===== src/rtl/bmhq_pkg.sv =====
package bmhq_pkg;

   // Heap capacity and derived widths
   localparam int DEPTH     = 1024;
   localparam int ADDR_W    = $clog2(DEPTH);
   localparam int CNT_W     = $clog2(DEPTH + 1);
   localparam int CH_W      = ADDR_W + 2;
   localparam int KEY_W     = 32;
   localparam int OUT_CNT_W = 11;

   typedef logic signed [KEY_W-1:0] key_type;
   typedef logic [ADDR_W-1:0]       addr_type;
   typedef logic [CNT_W-1:0]        count_type;
   typedef logic [CH_W-1:0]         child_type;

   // Action codes
   localparam logic [1:0] ACT_PUSH = 2'd0;
   localparam logic [1:0] ACT_POP  = 2'd1;
   localparam logic [1:0] ACT_PEEK = 2'd2;

   localparam key_type KEY_EMPTY = '1;
   localparam key_type KEY_NONE  = '0;

   // Controller states
   typedef enum logic [3:0] {
      ST_IDLE,
      ST_POP_ROOT,
      ST_POP_LAST,
      ST_DN_RDL,
      ST_DN_RDR,
      ST_DN_CMP,
      ST_PUSH_RD,
      ST_PUSH_CMP,
      ST_RESP
   } state_type;

   // Datapath operations
   typedef enum logic [3:0] {
      OP_NONE,
      OP_ACCEPT,
      OP_TAKE_ROOT,
      OP_TAKE_LAST,
      OP_DN_PLACE,
      OP_DN_READ_L,
      OP_DN_READ_R,
      OP_DN_STEP,
      OP_UP_PLACE,
      OP_UP_READ,
      OP_UP_STEP
   } dp_op_type;

   typedef struct packed {
      dp_op_type op;
   } dp_cmd_type;

   typedef struct packed {
      logic empty;
      logic full;
      logic is_pop;
      logic last_one;
      logic idx_zero;
      logic left_in;
      logic up_stop;
      logic dn_stop;
   } dp_stat_type;

   // Count as reported on the result port, zero-extended or masked
   function automatic logic [OUT_CNT_W-1:0] count_out(input count_type c);
      logic [CNT_W+OUT_CNT_W-1:0] wide;
      wide = {{OUT_CNT_W{1'b0}}, c};
      return wide[OUT_CNT_W-1:0];
   endfunction

endpackage


===== src/rtl/bmhq_ctrl.sv =====
module bmhq_ctrl
   import bmhq_pkg::*;
(
   input  logic        clock,
   input  logic        reset,
   input  logic        start,
   input  logic [1:0]  req_action,
   input  dp_stat_type stat,
   output dp_cmd_type  cmd,
   output logic        busy,
   output logic        rsp_valid
);

   state_type state_ff, state_in;

   always_ff @(posedge clock) begin
      if (reset) begin
         state_ff <= ST_IDLE;
      end else begin
         state_ff <= state_in;
      end
   end

   // Next state
   always_comb begin
      state_in = state_ff;
      unique case (state_ff)
         ST_IDLE: begin
            if (start) begin
               priority if (req_action == ACT_PUSH) begin
                  state_in = stat.full ? ST_RESP : ST_PUSH_RD;
               end else if ((req_action == ACT_POP) || (req_action == ACT_PEEK)) begin
                  state_in = stat.empty ? ST_RESP : ST_POP_ROOT;
               end else begin
                  state_in = ST_RESP;
               end
            end
         end
         ST_POP_ROOT: begin
            state_in = (!stat.is_pop || stat.last_one) ? ST_RESP : ST_POP_LAST;
         end
         ST_POP_LAST: state_in = ST_DN_RDL;
         ST_DN_RDL:   state_in = stat.left_in ? ST_DN_RDR : ST_RESP;
         ST_DN_RDR:   state_in = ST_DN_CMP;
         ST_DN_CMP:   state_in = stat.dn_stop ? ST_RESP : ST_DN_RDL;
         ST_PUSH_RD:  state_in = stat.idx_zero ? ST_RESP : ST_PUSH_CMP;
         ST_PUSH_CMP: state_in = stat.up_stop ? ST_RESP : ST_PUSH_RD;
         ST_RESP:     state_in = ST_IDLE;
         default:     state_in = ST_IDLE;
      endcase
   end

   // Outputs
   always_comb begin
      cmd.op    = OP_NONE;
      busy      = 1'b1;
      rsp_valid = 1'b0;
      unique case (state_ff)
         ST_IDLE: begin
            busy = 1'b0;
            if (start) begin
               cmd.op = OP_ACCEPT;
            end
         end
         ST_POP_ROOT: cmd.op = OP_TAKE_ROOT;
         ST_POP_LAST: cmd.op = OP_TAKE_LAST;
         ST_DN_RDL:   cmd.op = stat.left_in ? OP_DN_READ_L : OP_DN_PLACE;
         ST_DN_RDR:   cmd.op = OP_DN_READ_R;
         ST_DN_CMP:   cmd.op = OP_DN_STEP;
         ST_PUSH_RD:  cmd.op = stat.idx_zero ? OP_UP_PLACE : OP_UP_READ;
         ST_PUSH_CMP: cmd.op = OP_UP_STEP;
         ST_RESP:     rsp_valid = 1'b1;
         default:     cmd.op = OP_NONE;
      endcase
   end

endmodule


===== config.mk =====
export PLATFORM = sky130hd
export DESIGN_NAME = bmhq_ctrl
export DESIGN_NICKNAME = d
export VERILOG_FILES = /design/src/rtl/bmhq_pkg.sv /design/src/rtl/bmhq_ctrl.sv
export SDC_FILE = /design/constraint.sdc
export NUM_CORES = 1
export LEC_CHECK = 0
export BUFFER_PORTS_ARGS = -buffer_cell sky130_fd_sc_hd__buf_2
export CORE_AREA = 2 2 39 41
export CTS_BUF_LIST = sky130_fd_sc_hd__clkbuf_4 sky130_fd_sc_hd__clkbuf_8
export CTS_CLUSTER_SIZE = 40
export DETAILED_ROUTE_END_ITERATION = 7
export DIE_AREA = 0 0 41 43
export GPL_TIMING_DRIVEN = 0
export PLACE_DENSITY = 0.73
export SYNTH_ARGS = -nofsm -noshare
export SYNTH_HDL_FRONTEND = slang
export SYNTH_SLANG_ARGS = --single-unit

===== constraint.sdc =====
create_clock -name clock -period 1.2 [get_ports clock]
set_input_delay 0.06 -clock clock [delete_from_list [all_inputs] [get_ports clock]]
set_output_delay 0.06 -clock clock [all_outputs]
set_load 0.005 [all_outputs]

## Yosys cells after proc, flatten, opt, wreduce, memory -nomap -nowiden

Index checks and enable logic that the tools add are counted.

| storage, ports and cells | value |
|---|---|
| output and inout port bits | 6 |
| bits in latches | 0 |
| ROM bits | 0 |
| memories kept | 0 |
| memory bits (writable) | 0 |
| input bits | 13 |
| word-level logic and storage cells | 34 |
| register bits | 4 |

| operators by class | value |
|---|---|
| bitwise logic cells | 0 |
| shift operators | 0 |
| add/sub/neg operators | 0 |
| divide/modulo/power cells | 0 |
| eq/ne operators | 11 |
| magnitude comparators | 0 |
| multiply operators | 0 |
| reductions and logical operators | 5 |
| muxes and demuxes | 17 |

Operators with widths:

| cell | count |
|---|---|
| 4-bit one-hot mux with 8 select lines | 2 |
| 4-bit 2-to-1 mux | 10 |
| 4-bit by 3-bit equality test with 1-bit output, second input constant | 4 |
| 4-bit by 2-bit equality test with 1-bit output, second input constant | 2 |
| 1-bit 2-to-1 mux | 5 |
| 4-bit by 1-bit equality test with 1-bit output, second input constant | 1 |
| 4-bit equality test, second input constant | 1 |
| 4-bit zero test | 1 |
| 2-bit by 1-bit equality test with 1-bit output, second input constant | 1 |
| 2-bit equality test, second input constant | 1 |
| 2-bit zero test | 1 |
| 1-bit logical OR | 2 |
| 2-bit != test, second input constant | 1 |
| 1-bit zero test | 1 |

## Logic depth before layout (Yosys ltp)

| logic depth | value |
|---|---|
| word-level depth | 6 |
| depth in mapped cells | 5 |
| depth with buffers taken out | 5 |

## Worst setup path before layout

No wires, ideal clock.

| timing | value |
|---|---|
| kind | register to register |
| start | reg state_ff[0] |
| end | reg state_ff[2] |
| library setup time | 0.103 ns |
| data arrival time | 1.117 ns |
| path buffers | 1 |
| required time | 1.097 ns |
| slack | -0.021 ns |
| cell stages (with the launch flop) | 5 |
| clock period less this slack | 1.221 ns |
| cells stage by stage | dfxtp_1 -> buf_6 -> nor4_4 -> a32oi_2 -> a2111oi_2 |

| between the ends | value |
|---|---|
| cells in the longest elaborated chain, start to end | 2 |
| elaborated cells on any way between the ends | 10 |
| those cells by class | eq/ne (8); mux (1); reduce/logical (1) |

Ends and longest elaborated chain:

| what | line | text |
|---|---|---|
| from (decl) | bmhq_ctrl.sv:14 | `state_type state_ff, state_in;` |
| from (signal assigned) | bmhq_ctrl.sv:20 | `state_ff <= state_in;` |
| 4-bit by 3-bit equality test with 1-bit output (tied with other cells) | bmhq_ctrl.sv:27 | `unique case (state_ff)` |
| 4-bit one-hot mux with 8 select lines or 2-bit != test (tied branches) | n/a |  |

Several ways; a longest one is shown, not always the timed one.
A chain may end at the register's enable or synchronous reset.

==> results by group <==
Status
  • Status: complete, but fails checks
  • Failing checks: negative setup slack

Global routing
  • Vias in the first global route: 533
  • GRT overflow: 0
  • Initial antenna violation count: 0
  • Pin count of the biggest net entering global routing: 11
  • First-pass GRT wire length: ~2000 microns
  • GRT Resource Usage Total: roughly 16%

Timing
  • Max-slew headroom: between 70% and 80%
  • Setup repair after global routing missed its margin: true
  • Fmax: 0.773 GHz
  • Max Slew Vio Count: 0
  • Final Skew: 3.10 ps
  • Fin crit share: 108%
  • Final hold slack: ~16 ps
  • Setup TNS: -458 ps
  • Actual slew at the worst max-slew pin: 321 ps
  • Worst Slack Setup Final: -93.2 ps
  • Final Hold Viols: 0
  • Final setup fails: 9
  • Tmin final: about 1300 ps

Run
  • Max-cap violations: 0

Critical path
  • CP max FO: 6
  • WP data arrival: 1230 ps
  • Crit path kind: register to output pin
  • Setup crit start kind: register
  • Reg2reg end: state_ff[2]
  • R2R Setup Slk: -50 ps
  • Reg-to-Reg Start: state_ff[0]
  • Required time of the critical path: 1140 ps
  • Worst r2r path cells: 4
  • CP endpoint kind: output pin

Logic synthesis
  • Post-synthesis adder-cell area fraction: about 2.6%
  • Synthesized instance count: 57
  • Post-synth top area share: between 10% and 20%
  • Main synth FF type: dfxtp_1
  • Largest family of logic cells by synthesized area: simple AND/OR/NAND/NOR gates
  • Ys async rst share: 0%
  • Post-synthesis mux area share: 4.47%
  • EDFF count, synth: 0
  • Distinct cell type count after synthesis: 35
  • Synth Area in XOR/XNOR: 0%
  • Syn_nets: 71
  • Post-Syn Area: 475 sq um
  • Synthesized area per cell: around 8.3 sq um
  • Top post-synthesis cells by area: dfxtp_1 (17%), a31oi_1 (5.3%), nor2b_1 (5.3%)
  • Simple-gate portion of the synthesized area: 41.3%
  • Sequential area share after synthesis: 16.8%
  • Largest area contributor in the netlist: dfxtp_1
  • Compound-Gate Fraction of Synth Area: 24.7%
  • Number of synthesized register bits: 4
  • Ys Warns: 0

Power
  • Pleak: 0.331 nW
  • Max VDD drop: between 400 and 500 uV
  • Final Power: 0.526 mW
  • P per Cell Area: 712 nW/um^2

Placed design
  • Hpwl dp: 870 microns
  • DP Cell Count: 91
  • Routability cong.: 0.819
  • Dpl ws: -130 ps
  • Port bufs: 18

Layout
  • Most common cell after layout, fill and taps aside: buf_2
  • Post-Layout Cell Count: 101
  • Top Registers: state_ff x4
  • Antenna diode count: 0
  • Max reg flops: 4
  • Top reg by flops: state_ff
  • Area delta synth->final: 55.5%
  • Filler cells: 140
  • Fin nets: 101
  • Most used cells in the layout excluding fill and tap cells: buf_2 (21), buf_6 (4), a31oi_1 (4), buf_4 (4)
  • Layout cells sized above 1: about three fifths

Drt
  • TritonRoute pass-1 iters: 2
  • WL per Instance: 12.4 microns
  • Routed wire length: between 1000 and 1500 microns
  • Post-route antenna net violation count: 0
  • Via count: 538
  • Number of vias per cell: around 5.3
  • Remaining routing DRC violations: 0
  • 1st-iter DRT viols: 5

Clock tree
  • Post-CTS Hold Fix Bufs: 0
  • TritonCTS clock tree: yes
  • CTS max path bufs: 2
  • CTS Buf Count: 3
  • Skew-Pair Late Insertion Delay: 230 ps
  • Clk slew on worst S/H paths: 40 ps
  • CTS sink count: 4
  • # H-tree levels: 1
  • Clk root buf: clkbuf_4

Die
  • IO Count: 19
  • Die area: 1760 sq um
  • Core area: 1380 sq um
  • Starting density of the core: 34.4%
  • Row cnt: 14
  • DIE HEIGHT: 43 microns
  • Die width: approximately 41 microns

Worst hold path
  • WHS Endpoint: state_ff[2]
  • HP Class: input pin to register
  • WHS Path Cells: 2
  • Hold path start: reset
-- power breakdown --
part | switching, mW | total [mW] | internal [mW] | leakage [nW]
Clock | 0.0458 | 0.157 | 0.111 | 0.0138
Combinational | 0.103 | 0.223 | 0.120 | 0.283
Sequential | 0.00666 | 0.146 | 0.139 | 0.0346
Total | 0.155 | 0.526 | 0.371 | 0.331
-- cell usage after synthesis (2+ instances only) --
library cell	number
a31oi_1	4
dfxtp_1	4
nor2b_1	4
inv_1	3
nor3b_1	3
a21oi_1	2
and2b_1	2
buf_2	2
buf_6	2
nand2b_1	2
nand3b_1	2
nor2_1	2
nor4b_1	2
o21bai_1	2
-- cell type report --
class | instances | area [sq um] | share of cell area (%)
Buffer | 5 | 53.8 | 7.28
Clock buffer | 3 | 22.5 | 3.05
Inverter | 3 | 11.3 | 1.52
Multi-Input combinational cell | 45 | 402 | 54.3
Sequential cell | 4 | 88.8 | 12.0
Tap cell | 16 | 20.0 | 2.71
Timing Repair Buffer | 25 | 141 | 19.1
-- cells by family (layout without fill, tap and decap cells) --
family / after synthesis / in the layout
and+or+nand+nor: 27 / 27
AOI/OAI and AO/OA: 15 / 15
buffers and inverters: 8 / 36
DFF: 4 / 4
muxes: 2 / 2
adders and majority gates: 1 / 1
-- how the worst max path moves through the flow --
| stage | from | to | slack, ps |
|---|---|---|---|
| CTS | state_ff[2] | cmd[0] | -100 |
| detailed placement | state_ff[3] | state_ff[2] | -130 |
| global placement | state_ff[3] | state_ff[2] | -130 |
| floorplan | state_ff[3] | state_ff[2] | 0.5 |
| finish | state_ff[2] | cmd[1] | -90 |
| global route | state_ff[2] | cmd[1] | -170 |
-- routing by layer --
| metal | vias to the layer above | GRT usage, % | share of wire (%) | wire length, microns |
|---|---|---|---|---|
| li1 | 273 | - | - | - |
| met1 | 249 | 15.4 | 41 | 509 |
| met2 | 16 | 30.6 | 55 | 684 |
| met3 | 0 | 1.57 | 4.2 | 53 |
| met4 | 0 | 4.67 | 0 | 0 |
| met5 | - | 0 | 0 | 0 |
-- worst max-delay path, stage by stage (launching register included) --
cell      delay (ps)
dfxtp_4          370
buf_6            120
nor2b_4          160
nor3_1            50
a211oi_1         150
buf_2            140
-- timing repair --
action,in CTS,in global routing
endpoints found under the setup margin,10,9
resized for setup,17,7
setup buffers,4,1
gates cloned,2,0
pin swaps,6,3
endpoints found under the hold margin,0,0
-- through the flow --
step                      util, %  cell area (sq um)
after floorplan                 -                475
after global placement       42.3                586
after detailed placement     42.3                586
after CTS                    50.5                699
after global routing         53.4                739
final                        53.4                739
Power figures use the tool's default switching activity.
